## src/hdl/cfsf_pkg.sv

```systemverilog
// Shared types and constants for the condition filter and segment finder.
// Used by every module under hdl; depends on nothing else.
`timescale 1ns / 1ps

package cfsf_pkg;

    // Sizes.
    localparam int NUM_CONDITIONS = 2;
    localparam int INDEX_WIDTH    = 40;
    localparam int VALUE_WIDTH    = 64;
    localparam int MODE_WIDTH     = 4;
    localparam int COUNT_WIDTH    = 2;
    localparam int CFG_IDX_WIDTH  = 4;
    localparam int IN_DATA_WIDTH  = 3 * VALUE_WIDTH;
    localparam int OUT_DATA_WIDTH = 2 * VALUE_WIDTH + 2 * INDEX_WIDTH;

    // Configuration register indexes.
    localparam logic [CFG_IDX_WIDTH-1:0] REG_COND_COUNT      = 4'd0;
    localparam logic [CFG_IDX_WIDTH-1:0] REG_COND_A_MODE     = 4'd1;
    localparam logic [CFG_IDX_WIDTH-1:0] REG_COND_A_LOW      = 4'd2;
    localparam logic [CFG_IDX_WIDTH-1:0] REG_COND_A_HIGH     = 4'd3;
    localparam logic [CFG_IDX_WIDTH-1:0] REG_COND_B_MODE     = 4'd4;
    localparam logic [CFG_IDX_WIDTH-1:0] REG_COND_B_LOW      = 4'd5;
    localparam logic [CFG_IDX_WIDTH-1:0] REG_COND_B_HIGH     = 4'd6;
    localparam logic [CFG_IDX_WIDTH-1:0] REG_FIRST_ROW_INDEX = 4'd7;

    // Mode bit that selects OR combining for the second condition.
    localparam int MODE_OR_BIT = 3;

    // Condition types held in mode bits 2:0.
    typedef enum logic [2:0] {
        COND_RANGE     = 3'd0,
        COND_GREATER   = 3'd1,
        COND_LESS      = 3'd2,
        COND_EQUAL     = 3'd3,
        COND_NOT_EQUAL = 3'd4
    } cond_type_t;

    // One condition's settings.
    typedef struct packed {
        logic [MODE_WIDTH-1:0]         mode;
        logic signed [VALUE_WIDTH-1:0] low;
        logic signed [VALUE_WIDTH-1:0] high;
    } cond_cfg_t;

    // Whole configuration.
    typedef struct packed {
        logic [COUNT_WIDTH-1:0] cond_count;
        cond_cfg_t              cond_a;
        cond_cfg_t              cond_b;
        logic [INDEX_WIDTH-1:0] first_row_index;
    } cfsf_cfg_t;

    // One registered input row.
    typedef struct packed {
        logic signed [VALUE_WIDTH-1:0] time_stamp;
        logic signed [VALUE_WIDTH-1:0] value_a;
        logic signed [VALUE_WIDTH-1:0] value_b;
        logic                          value_a_nan;
        logic                          value_b_nan;
        logic                          last_row;
    } row_t;

    // One segment result.
    typedef struct packed {
        logic signed [VALUE_WIDTH-1:0] seg_start_time;
        logic signed [VALUE_WIDTH-1:0] seg_end_time;
        logic [INDEX_WIDTH-1:0]        seg_start_index;
        logic [INDEX_WIDTH-1:0]        seg_end_index;
    } segment_t;

endpackage

```

## src/hdl/condition_filter_segment_finder.sv

```systemverilog
// Top level of the condition filter and segment finder.
// Depends on cfsf_pkg, cfsf_cfg_regs, cfsf_cond_eval and cfsf_seg_tracker.
//
//   Channel   Direction  Moves                      Handshake
//   s_axis    in         one table row per item     s_axis_tvalid / s_axis_tready
//   m_axis    out        one segment per item       m_axis_tvalid / m_axis_tready
//   cfg       in         one register write         cfg_valid / cfg_ready
//
// One row per cycle while the output is not stalled: a row is held in the input
// register, where both conditions and the run update are evaluated, then any
// segment sits in the output register, from which it is offered once the row
// that closes it moves on.
// Reset clears the configuration, the run flag and the row count.
// A stalled output only holds up the row in the input register when a result
// is still waiting in the output register.
`timescale 1ns / 1ps

module condition_filter_segment_finder
(
    input  logic                                     clk,
    input  logic                                     rst_n,
    // Row stream.
    input  logic                                     s_axis_tvalid,
    output logic                                     s_axis_tready,
    // time_stamp [63:0], value_a [127:64], value_b [191:128]
    input  logic [cfsf_pkg::IN_DATA_WIDTH-1:0]       s_axis_tdata,
    // value_a_nan [0], value_b_nan [1]
    input  logic [1:0]                               s_axis_tuser,
    input  logic                                     s_axis_tlast,
    // Segment stream.
    output logic                                     m_axis_tvalid,
    input  logic                                     m_axis_tready,
    // seg_start_time [63:0], seg_end_time [127:64],
    // seg_start_index [167:128], seg_end_index [207:168]
    output logic [cfsf_pkg::OUT_DATA_WIDTH-1:0]      m_axis_tdata,
    // Configuration writes.
    input  logic                                     cfg_valid,
    output logic                                     cfg_ready,
    input  logic [cfsf_pkg::CFG_IDX_WIDTH-1:0]       cfg_index,
    input  logic [cfsf_pkg::VALUE_WIDTH-1:0]         cfg_data
);

    cfsf_pkg::cfsf_cfg_t   cfg;
    cfsf_pkg::row_t        row_reg;
    logic                  row_valid_reg;
    logic                  row_take;
    logic                  pass_a;
    logic                  pass_b;
    logic                  row_pass;
    logic                  use_b;
    cfsf_pkg::segment_t    seg;

    cfsf_cfg_regs u_cfg_regs
    (
        .clk       (clk),
        .rst_n     (rst_n),
        .cfg_valid (cfg_valid),
        .cfg_ready (cfg_ready),
        .cfg_index (cfg_index),
        .cfg_data  (cfg_data),
        .cfg       (cfg)
    );

    // Input register: refilled when empty or whenever the held row moves on.
    assign s_axis_tready = !row_valid_reg || row_take;

    always_ff @(posedge clk or negedge rst_n)
    begin
        if (!rst_n)
        begin
            row_valid_reg <= 1'b0;
        end
        else if (s_axis_tready)
        begin
            row_valid_reg <= s_axis_tvalid;
        end
    end

    always_ff @(posedge clk)
    begin
        if (s_axis_tready && s_axis_tvalid)
        begin
            row_reg.time_stamp  <= $signed(s_axis_tdata[63:0]);
            row_reg.value_a     <= $signed(s_axis_tdata[127:64]);
            row_reg.value_b     <= $signed(s_axis_tdata[191:128]);
            row_reg.value_a_nan <= s_axis_tuser[0];
            row_reg.value_b_nan <= s_axis_tuser[1];
            row_reg.last_row    <= s_axis_tlast;
        end
    end

    // Condition tests.
    cfsf_cond_eval u_cond_a
    (
        .value     (row_reg.value_a),
        .value_nan (row_reg.value_a_nan),
        .cond      (cfg.cond_a),
        .pass      (pass_a)
    );

    cfsf_cond_eval u_cond_b
    (
        .value     (row_reg.value_b),
        .value_nan (row_reg.value_b_nan),
        .cond      (cfg.cond_b),
        .pass      (pass_b)
    );

    // First condition seeds the pass bit, the second combines by AND or OR.
    assign use_b = (cfsf_pkg::NUM_CONDITIONS >= 2) && (cfg.cond_count >= 2'd2);

    always_comb
    begin
        if (cfg.cond_count == '0)
        begin
            row_pass = 1'b1;
        end
        else if (use_b)
        begin
            row_pass = cfg.cond_b.mode[cfsf_pkg::MODE_OR_BIT] ? (pass_a || pass_b)
                                                              : (pass_a && pass_b);
        end
        else
        begin
            row_pass = pass_a;
        end
    end

    cfsf_seg_tracker u_seg_tracker
    (
        .clk             (clk),
        .rst_n           (rst_n),
        .row_valid       (row_valid_reg),
        .row             (row_reg),
        .row_pass        (row_pass),
        .first_row_index (cfg.first_row_index),
        .row_take        (row_take),
        .seg_valid       (m_axis_tvalid),
        .seg_ready       (m_axis_tready),
        .seg             (seg)
    );

    // Output packing, first field lowest.
    assign m_axis_tdata = {seg.seg_end_index, seg.seg_start_index,
                           seg.seg_end_time, seg.seg_start_time};

endmodule

```

## src/hdl/cfsf_cfg_regs.sv

```systemverilog
// Configuration register file for the condition filter and segment finder.
// Depends on cfsf_pkg.
`timescale 1ns / 1ps

module cfsf_cfg_regs
(
    input  logic                                 clk,
    input  logic                                 rst_n,
    input  logic                                 cfg_valid,
    output logic                                 cfg_ready,
    input  logic [cfsf_pkg::CFG_IDX_WIDTH-1:0]   cfg_index,
    input  logic [cfsf_pkg::VALUE_WIDTH-1:0]     cfg_data,
    output cfsf_pkg::cfsf_cfg_t                  cfg
);

    cfsf_pkg::cfsf_cfg_t cfg_reg;

    // Writes are always taken.
    assign cfg_ready = 1'b1;
    assign cfg       = cfg_reg;

    // Register decode; unknown indexes are dropped.
    always_ff @(posedge clk or negedge rst_n)
    begin
        if (!rst_n)
        begin
            cfg_reg <= '0;
        end
        else if (cfg_valid)
        begin
            unique case (cfg_index)
                cfsf_pkg::REG_COND_COUNT:
                    cfg_reg.cond_count <= cfg_data[cfsf_pkg::COUNT_WIDTH-1:0];
                cfsf_pkg::REG_COND_A_MODE:
                    cfg_reg.cond_a.mode <= cfg_data[cfsf_pkg::MODE_WIDTH-1:0];
                cfsf_pkg::REG_COND_A_LOW:
                    cfg_reg.cond_a.low <= $signed(cfg_data);
                cfsf_pkg::REG_COND_A_HIGH:
                    cfg_reg.cond_a.high <= $signed(cfg_data);
                cfsf_pkg::REG_COND_B_MODE:
                    cfg_reg.cond_b.mode <= cfg_data[cfsf_pkg::MODE_WIDTH-1:0];
                cfsf_pkg::REG_COND_B_LOW:
                    cfg_reg.cond_b.low <= $signed(cfg_data);
                cfsf_pkg::REG_COND_B_HIGH:
                    cfg_reg.cond_b.high <= $signed(cfg_data);
                cfsf_pkg::REG_FIRST_ROW_INDEX:
                    cfg_reg.first_row_index <= cfg_data[cfsf_pkg::INDEX_WIDTH-1:0];
                default:
                    cfg_reg <= cfg_reg;
            endcase
        end
    end

endmodule

```

## src/hdl/cfsf_cond_eval.sv

```systemverilog
// Evaluates one condition against one Q32.32 value.
// Depends on cfsf_pkg.
`timescale 1ns / 1ps

module cfsf_cond_eval
(
    input  logic signed [cfsf_pkg::VALUE_WIDTH-1:0] value,
    input  logic                                    value_nan,
    input  cfsf_pkg::cond_cfg_t                     cond,
    output logic                                    pass
);

    cfsf_pkg::cond_type_t cond_type;

    assign cond_type = cfsf_pkg::cond_type_t'(cond.mode[2:0]);

    // Signed compares; a flagged value and unknown types fail.
    always_comb
    begin
        pass = 1'b0;
        if (!value_nan)
        begin
            unique case (cond_type)
                cfsf_pkg::COND_RANGE:     pass = (value >= cond.low) && (value <= cond.high);
                cfsf_pkg::COND_GREATER:   pass = value > cond.low;
                cfsf_pkg::COND_LESS:      pass = value < cond.low;
                cfsf_pkg::COND_EQUAL:     pass = value == cond.low;
                cfsf_pkg::COND_NOT_EQUAL: pass = value != cond.low;
                default:                  pass = 1'b0;
            endcase
        end
    end

endmodule

```

## src/hdl/cfsf_seg_tracker.sv

```systemverilog
// Run tracking, row indexing and the segment output register.
// Depends on cfsf_pkg.
`timescale 1ns / 1ps

module cfsf_seg_tracker
(
    input  logic                                clk,
    input  logic                                rst_n,
    input  logic                                row_valid,
    input  cfsf_pkg::row_t                      row,
    input  logic                                row_pass,
    input  logic [cfsf_pkg::INDEX_WIDTH-1:0]    first_row_index,
    output logic                                row_take,
    output logic                                seg_valid,
    input  logic                                seg_ready,
    output cfsf_pkg::segment_t                  seg
);

    logic                                 in_run_reg;
    logic                                 in_run_next;
    logic signed [cfsf_pkg::VALUE_WIDTH-1:0] run_start_time_reg;
    logic signed [cfsf_pkg::VALUE_WIDTH-1:0] run_start_time_next;
    logic [cfsf_pkg::INDEX_WIDTH-1:0]     run_start_index_reg;
    logic [cfsf_pkg::INDEX_WIDTH-1:0]     run_start_index_next;
    logic signed [cfsf_pkg::VALUE_WIDTH-1:0] previous_time_reg;
    logic [cfsf_pkg::INDEX_WIDTH-1:0]     row_offset_reg;
    logic [cfsf_pkg::INDEX_WIDTH-1:0]     row_offset_next;
    logic [cfsf_pkg::INDEX_WIDTH-1:0]     row_index;
    logic                                 seg_valid_reg;
    cfsf_pkg::segment_t                   seg_reg;
    cfsf_pkg::segment_t                   seg_next;
    logic                                 emit;

    // The row moves on whenever the output register can take a result.
    assign row_take  = row_valid && (!seg_valid_reg || seg_ready);
    assign row_index = first_row_index + row_offset_reg;
    assign seg_valid = seg_valid_reg;
    assign seg       = seg_reg;

    // Run update for the row at hand.
    always_comb
    begin
        in_run_next          = in_run_reg;
        run_start_time_next  = run_start_time_reg;
        run_start_index_next = run_start_index_reg;
        emit                 = 1'b0;
        seg_next             = seg_reg;
        row_offset_next      = row_offset_reg + 1'b1;

        if (row_pass && !in_run_reg)
        begin
            in_run_next          = 1'b1;
            run_start_time_next  = row.time_stamp;
            run_start_index_next = row_index;
        end
        else if (!row_pass && in_run_reg)
        begin
            // A failing row closes the run at the previous row.
            in_run_next              = 1'b0;
            emit                     = 1'b1;
            seg_next.seg_start_time  = run_start_time_reg;
            seg_next.seg_end_time    = previous_time_reg;
            seg_next.seg_start_index = run_start_index_reg;
            seg_next.seg_end_index   = (row_index == '0) ? '0 : row_index - 1'b1;
        end

        if (row.last_row)
        begin
            if (in_run_next)
            begin
                emit                     = 1'b1;
                seg_next.seg_start_time  = run_start_time_next;
                seg_next.seg_end_time    = row.time_stamp;
                seg_next.seg_start_index = run_start_index_next;
                seg_next.seg_end_index   = row_index;
            end
            in_run_next     = 1'b0;
            row_offset_next = '0;
        end
    end

    // Control state.
    always_ff @(posedge clk or negedge rst_n)
    begin
        if (!rst_n)
        begin
            in_run_reg     <= 1'b0;
            row_offset_reg <= '0;
            seg_valid_reg  <= 1'b0;
        end
        else
        begin
            if (row_take)
            begin
                in_run_reg     <= in_run_next;
                row_offset_reg <= row_offset_next;
            end
            if (row_take && emit)
            begin
                seg_valid_reg <= 1'b1;
            end
            else if (seg_ready)
            begin
                seg_valid_reg <= 1'b0;
            end
        end
    end

    // Run payload and the result register.
    always_ff @(posedge clk)
    begin
        if (row_take)
        begin
            run_start_time_reg  <= run_start_time_next;
            run_start_index_reg <= run_start_index_next;
            previous_time_reg   <= row.time_stamp;
            if (emit)
            begin
                seg_reg <= seg_next;
            end
        end
    end

    // The last row always leaves the block with no open run and a fresh count.
    assert property (@(posedge clk) disable iff (!rst_n)
        (row_take && row.last_row) |=> (!in_run_reg && row_offset_reg == '0))
        else $error("run state not cleared after last row");

    // A new result only appears when a row was taken.
    assert property (@(posedge clk) disable iff (!rst_n)
        $rose(seg_valid_reg) |-> $past(row_take))
        else $error("segment produced without a row");

    // Opening a run captures the time of the row that opened it.
    assert property (@(posedge clk) disable iff (!rst_n)
        $rose(in_run_reg) |-> (run_start_time_reg == $past(row.time_stamp)))
        else $error("run start time not captured");

    // A pending result is never overwritten.
    assert property (@(posedge clk) disable iff (!rst_n)
        (seg_valid_reg && !seg_ready) |=> (seg_valid_reg && $stable(seg_reg)))
        else $error("pending segment lost");

endmodule

```

## config.mk

```make
export PLATFORM = sky130hd
export DESIGN_NAME = condition_filter_segment_finder
export DESIGN_NICKNAME = d
export VERILOG_FILES = /design/src/hdl/cfsf_pkg.sv /design/src/hdl/condition_filter_segment_finder.sv /design/src/hdl/cfsf_cfg_regs.sv /design/src/hdl/cfsf_cond_eval.sv /design/src/hdl/cfsf_seg_tracker.sv
export SDC_FILE = /design/constraint.sdc
export NUM_CORES = 2
export LEC_CHECK = 0
export ABC_AREA = 1
export BUFFER_PORTS_ARGS = -buffer_cell sky130_fd_sc_hd__buf_4
export CORE_MARGIN = 4
export CORE_UTILIZATION = 44
export CTS_CLUSTER_SIZE = 14
export DETAILED_ROUTE_END_ITERATION = 8
export GPL_TIMING_DRIVEN = 0
export PLACE_DENSITY_LB_ADDON = 0.3
export SLEW_MARGIN = 30
export SYNTH_ARGS = -nofsm -noshare
export SYNTH_HDL_FRONTEND = slang
export SYNTH_SLANG_ARGS = --single-unit
```

## constraint.sdc

```tcl
create_clock -name clk -period 13.06 [get_ports clk]
set_clock_uncertainty 0.15 [all_clocks]
set_input_delay 0.653 -clock clk [delete_from_list [all_inputs] [get_ports clk]]
set_output_delay 0.653 -clock clk [all_outputs]
set_load 0.03 [all_outputs]
```

# After elaboration in Yosys (flattened, before gate mapping)
# Cells that the tools add are included.
dict set report classes {
  n_addsub 3
  magnitude_cmp 9
  n_eq_ne 19
  mux 24
  reduce_logical 30
}
# op n
set ops {}
lappend ops {{two-way mux 208 bit} 4}
lappend ops {{== test 64 bit} 2}
lappend ops {{>= comparator 64 bit} 2}
lappend ops {{greater-than comparator 64 bit} 2}
lappend ops {{less-or-equal comparator 64 bit} 2}
lappend ops {{less-than comparator 64 bit} 2}
lappend ops {{inequality test 64 bit} 2}
lappend ops {{two-way mux 40 bit} 3}
lappend ops {{two-way mux 64 bit} 1}
lappend ops {{adder 40 x 1 -> 40 bit, second input constant} 1}
lappend ops {{adder 40 bit} 1}
lappend ops {{logical NOT 40 bit} 1}
lappend ops {{subtractor 40 x 1 -> 40 bit, second input constant} 1}
lappend ops {{AND reduction 2 bit} 9}
lappend ops {{== test 4 x 3 -> 1 bit, second input constant} 4}
lappend ops {{two-way mux 1 bit} 14}
lappend ops {{== test 3 x 2 -> 1 bit, second input constant} 4}
lappend ops {{one-hot mux 1 bit (5 select lines)} 2}
lappend ops {{== test 4 x 2 -> 1 bit, second input constant} 2}
lappend ops {{logical AND 1 bit} 8}
lappend ops {{== test 3 x 1 -> 1 bit, second input constant} 2}
lappend ops {{== test 3 bit, second input constant} 2}
lappend ops {{logical NOT 3 bit} 2}
lappend ops {{== test 4 x 1 -> 1 bit, second input constant} 1}
lappend ops {{other kinds (6)} 11}
dict set report word_totals {
  reg_bits 919
  out_inout_bits 211
  word_cells 110
}

# Logic depth before layout (Yosys ltp)
dict set report logic_depth {
  ltp_word 16
  depth_mapped 30
}

# By module
# From an unflattened synthesis, not the netlist that was laid out.
dict set report hier_totals {
  hier_cells 5654
  hier_area_um2 49396.1
}
# mod instances cells_per_inst area_each_um2 seq_area_each_um2
set by_module_without_submodules {}
lappend by_module_without_submodules {cfsf_seg_tracker 1 2839 23775.3 12341.8}
lappend by_module_without_submodules {cfsf_cfg_regs 1 1408 12373.1 7657.3}
lappend by_module_without_submodules {cfsf_cond_eval 2 599 3657.3 0.0}
lappend by_module_without_submodules {condition_filter_segment_finder 1 209 5933.2 5880.6}

# Worst setup path before layout
# No wires, ideal clock.
dict set report synth_timing {
  kind {register to register}
  from {register row_reg[130] in the netlist's numbering}
  to {register u_seg_tracker.seg_reg, in the netlist u_seg_tracker.seg[0], enable pin}
  setup_time_ns 0.785
  t_arrival_ns 11.084
  path_slack_ns 1.042
  stages_incl_launch_ff 22
  n_path_buf 1
  path_cell_list {edfxtp_1 ha_1 nand2_1 nor2_1 nand4_1 nor2_1 nand2_1 o21bai_1 nand2_1 nand2_1 a21oi_1 nor2_1 nand2_1 nand2_1 nand2_1 nand2_2 nand2_4 nand2_4 inv_2 buf_6 nor2_1 nor2_1}
}
dict set report synth_between {
  elab_chain_cells 15
  elab_cells_between_ends 24
  classes_between {order compare: 4; eq/ne: 2; mux: 11; reduce/logical: 7}
}
# item line_no
set synth_lines {}
lappend synth_lines {{start, declared} condition_filter_segment_finder.sv:44} ;# cfsf_pkg::row_t row_reg;
lappend synth_lines {{>= comparator 64 bit / less-or-equal comparator 64 bit (equally long branches)} cfsf_cond_eval.sv:24} ;# cfsf_pkg::COND_RANGE: pass = (value >= cond.low) && (value <= cond.high);
lappend synth_lines {{logical AND 1 bit} cfsf_cond_eval.sv:24}
lappend synth_lines {{one-hot mux 1 bit (5 select lines) *} cfsf_cond_eval.sv:23} ;# unique case (cond_type)
lappend synth_lines {{two-way mux 1 bit *} cfsf_cond_eval.sv:21} ;# if (!value_nan)
lappend synth_lines {{logical AND 1 bit / logical OR 1 bit (equally long branches)} {condition_filter_segment_finder.sv:121, condition_filter_segment_finder.sv:120}}
lappend synth_lines {{two-way mux 1 bit} condition_filter_segment_finder.sv:120} ;# row_pass = cfg.cond_b.mode[cfsf_pkg::MODE_OR_BIT] ? (pass_a || pass_b)
lappend synth_lines {{two-way mux 1 bit *} condition_filter_segment_finder.sv:118} ;# else if (use_b)
lappend synth_lines {{two-way mux 1 bit *} condition_filter_segment_finder.sv:114} ;# if (cfg.cond_count == '0)
lappend synth_lines {{logical NOT 1 bit} cfsf_seg_tracker.sv:56} ;# else if (!row_pass && in_run_reg)
lappend synth_lines {{logical AND 1 bit} cfsf_seg_tracker.sv:56}
lappend synth_lines {{two-way mux 1 bit} cfsf_seg_tracker.sv:56}
lappend synth_lines {{two-way mux 1 bit} cfsf_seg_tracker.sv:50} ;# if (row_pass && !in_run_reg)
lappend synth_lines {{two-way mux 1 bit} cfsf_seg_tracker.sv:69} ;# if (in_run_next)
lappend synth_lines {{two-way mux 1 bit *} cfsf_seg_tracker.sv:67} ;# if (row.last_row)
lappend synth_lines {{AND reduction 2 bit (no line) *} n/a}
lappend synth_lines {{end signal, assigned} cfsf_seg_tracker.sv:119} ;# seg_reg <= seg_next;
lappend synth_lines {{end, declared} cfsf_seg_tracker.sv:30} ;# cfsf_pkg::segment_t seg_reg;
# Mark *: on every way between the ends. The rest lies on a longest branch, timed or not.
# A chain may end at the register's enable or synchronous reset.

# Worst setup path after layout
dict set report layout_timing {
  from {register row_reg[130] in the netlist's numbering}
  to {register u_seg_tracker.seg_reg, in the netlist u_seg_tracker.seg[99], enable pin}
}
# Same word-level chain as after synthesis.

==> results.toml <==
[status]
status = "finished, final reports clean"

[worst_setup_path]
crit_top_cell = "nand2_1"
crit_fanout = 22
crit_buf_inv = 6
start_kind = "register"
worst_path_max_delay_cell = "nor2_4"
critical_path.max_stage_delay_ps = 560
cp_top_family = "simple AND/OR/NAND/NOR gates"
arrival_ps = 5790
endpoint_kind = "register"
critical_path_class = "reg2reg"
cp.required_ps = 13290

[timing]
slew_viol_final = 0
setup_viol = 0
finalHoldViolCount = 0
slew_headroom_pct = 37.4
fin_crit_ps = 5570
period_share_pct = 42.6
fmax_mhz = 180
rsz0062_at_grt = "no"
tightest_slew_ps = 936

[clock_network]
clk-insertion-delay-late_ps = 690
h-tree-depth = 3
cts_root_buf = "clkbuf_16"
cts-buffers-inserted = 101
clk_path_buf_depth = 3
cts.sinks = 919
postCtsResizedCells = 0
cts_tree = "built"
postCtsSetupRepairBufs = 0
path_clk_slew_ps = 60

[synthesis]
avgSynthCellArea_um2 = 8.61
ys_seq_area_share_pct = 52.2
ys_seq_elements = 919
synthFlopType = "edfxtp_1"
postSynthCellCount = 5748
netlist-cell-type-count = 49
yosysWarnings = 0
synth_area_um2 = 49500
synth-edff-count = 571
ys_async_sr_fraction_pct = 37.9
syn_nets = 6314

[cells_and_area]
nets = 7123
final_util_pct = 54.8
drive_gt1_share_pct = 12.0
layout_commonest_cell = "nand2_1"
postLayoutCellArea_um2 = 60900
largest_reg_flops = 305
syn2layout_area_growth_pct = 23.0
final_cell_mix = "1570 x nand2_1, 947 x inv_1, 571 x edfxtp_1"

[route]
viasPerCell = 5.08
wl_per_cell_um = 18.3
firstDrtPassIters = 6
ant_nets = 0
drc = 0
dr.first_iter.drc_count = 3090
totalWireLength_um = 149000
vias = 41325

[die]
die_height_um = 343
num_rows = 122
dieArea_um2 = 118000
die_w_um = 343
start_util_pct = 44.5
pin_count = 479
coreArea_um2 = 111000

[global_routing]
grt_overflow_total = 0
grt_usage_pct = 24.8
antenna_found_initial = 14
grt_max_degree = 85
grt_first_pass_wirelength_um = 228000
grt_pass1_vias = 40751

[place]
hpwl_um = 114000
portBuffers = 477
placed_area_um2 = 55500
place_congestion = 0.915

[power_and_ir_drop]
vdd_drop_max_mv = 0.121
power_density_nw_per_um2 = 177
p_leak_nw = 28.9

[run]
maxCapViolations = 0

[hold_path]
hp-class = "in2reg"
[metal layers]
layer / GRT usage (%) / part of all wire [%]
met5: 0 / 0.023
met4: 9.77 / 4.1
met3: 3.90 / 6.5
met2: 41.1 / 47
met1: 32.8 / 43
[layout make-up]
| class | count | area, um2 |
|---|---|---|
| Tap cell | 1488 | 1860 |
| Timing Repair Buffer | 706 | 6210 |
| Buffer | 206 | 1070 |
| Multi-Input combinational cell | 3672 | 19000 |
| Inverter | 951 | 3580 |
| Clock inverter | 50 | 465 |
| Fill cell | 9974 | 50200 |
| Clock buffer | 138 | 2820 |
| Antenna cell | 11 | 27.5 |
| Sequential cell | 919 | 25900 |
[synthesized netlist by cell type (2+ instances only)]
library cell	n	area [um2]
xor2_1	26	228
nor4_1	2	12.5
nand4_1	90	563
and2_1	102	638
nor3_2	2	20.0
o211ai_1	60	450
edfxtp_1	571	17100
nand2_2	10	62.6
inv_2	2	7.51
o21ai_0	327	1640
nor3_1	42	210
buf_4	28	210
or2_2	2	12.5
nor2_2	10	62.6
a21o_1	8	60.1
clkbuf_1	86	323
nand3_1	545	2730
xnor2_1	6	52.6
buf_1	3	11.3
o21ai_1	2	10.0
ha_1	297	3720
a21oi_2	2	17.5
nand2_1	1570	5890
inv_1	948	3560
nor2_1	300	1130
buf_6	11	124
nand2_4	2	22.5
buf_2	78	390
o21bai_1	7	52.6
nand3b_1	9	67.6
a21oi_1	213	1070
nor3b_1	3	22.5
dfrtp_1	348	8710
o211a_1	2	20.0
o21a_1	14	105
and3_1	4	25.0
a211oi_1	3	22.5
a31oi_1	2	12.5
[kinds of logic after synthesis]
family                     count (synthesis)  synth area share, %
AOI/OAI and AO/OA                        643                 7.03
adders and majority gates                298                 7.55
and+or+nand+nor                         2698                 23.3
other                                      1              0.00758
xor gates and xnor gates                  32                0.566
DFF                                      919                 52.2
buffers and inverters                   1157                 9.35
[tightest hold or removal path, stage by stage]
cell     delay (ps)
buf_4            90
nand2_1          50
o21ai_0          60
[power by group]
part | internal (mW) | switching (mW)
clock network | 1.63 | 1.21
registers | 3.92 | 0.305
logic | 1.32 | 2.41
total | 6.88 | 3.92
[stage by stage]
stage / power (mW) / hold WS [ps] / worst slack (ps) / instances / TNS [ps]
6_report: 10.8 / 49.2 / 7490 / 8141 / 0
3_5_place_dp: 7.92 / 283 / 7490 / 7732 / 0
4_1_cts: 10.8 / 0.00416 / 7460 / 8130 / 0
5_1_grt: 11.5 / 9.68 / 7130 / 8135 / 0
2_1_floorplan: 6.70 / 207 / 1040 / 5748 / 0
3_3_place_gp: 7.84 / 282 / -5390 / 7713 / -1119500
[path summary, 6_finish.rpt]
kind	slack, ps	endpoint	depth (start not counted)	from
min in group asynchronous	320	u_cfg_regs.cfg[222]$_DFFE_PN0P_	2	rst_n
min	50	u_cfg_regs.cfg[76]$_DFFE_PN0P_	3	cfg_data[36]
max	7490	u_seg_tracker.seg[99]$_DFFE_PP_	25	row_reg[130]$_DFFE_PP_
max reg2reg	7490	u_seg_tracker.seg[99]$_DFFE_PP_	25	row_reg[130]$_DFFE_PP_
min reg2reg	290	u_seg_tracker.previous_time_reg[11]$_DFFE_PP_	0	row_reg[142]$_DFFE_PP_
max in group asynchronous	11240	u_cfg_regs.cfg[199]$_DFFE_PN0P_	4	rst_n
[timing repair]
item                                    CTS  global route
hold buffers                            210             0
hold endpoints to repair                256             0
endpoints found under the setup margin    0             0
No activity file was read; power rests on OpenSTA's default activity.
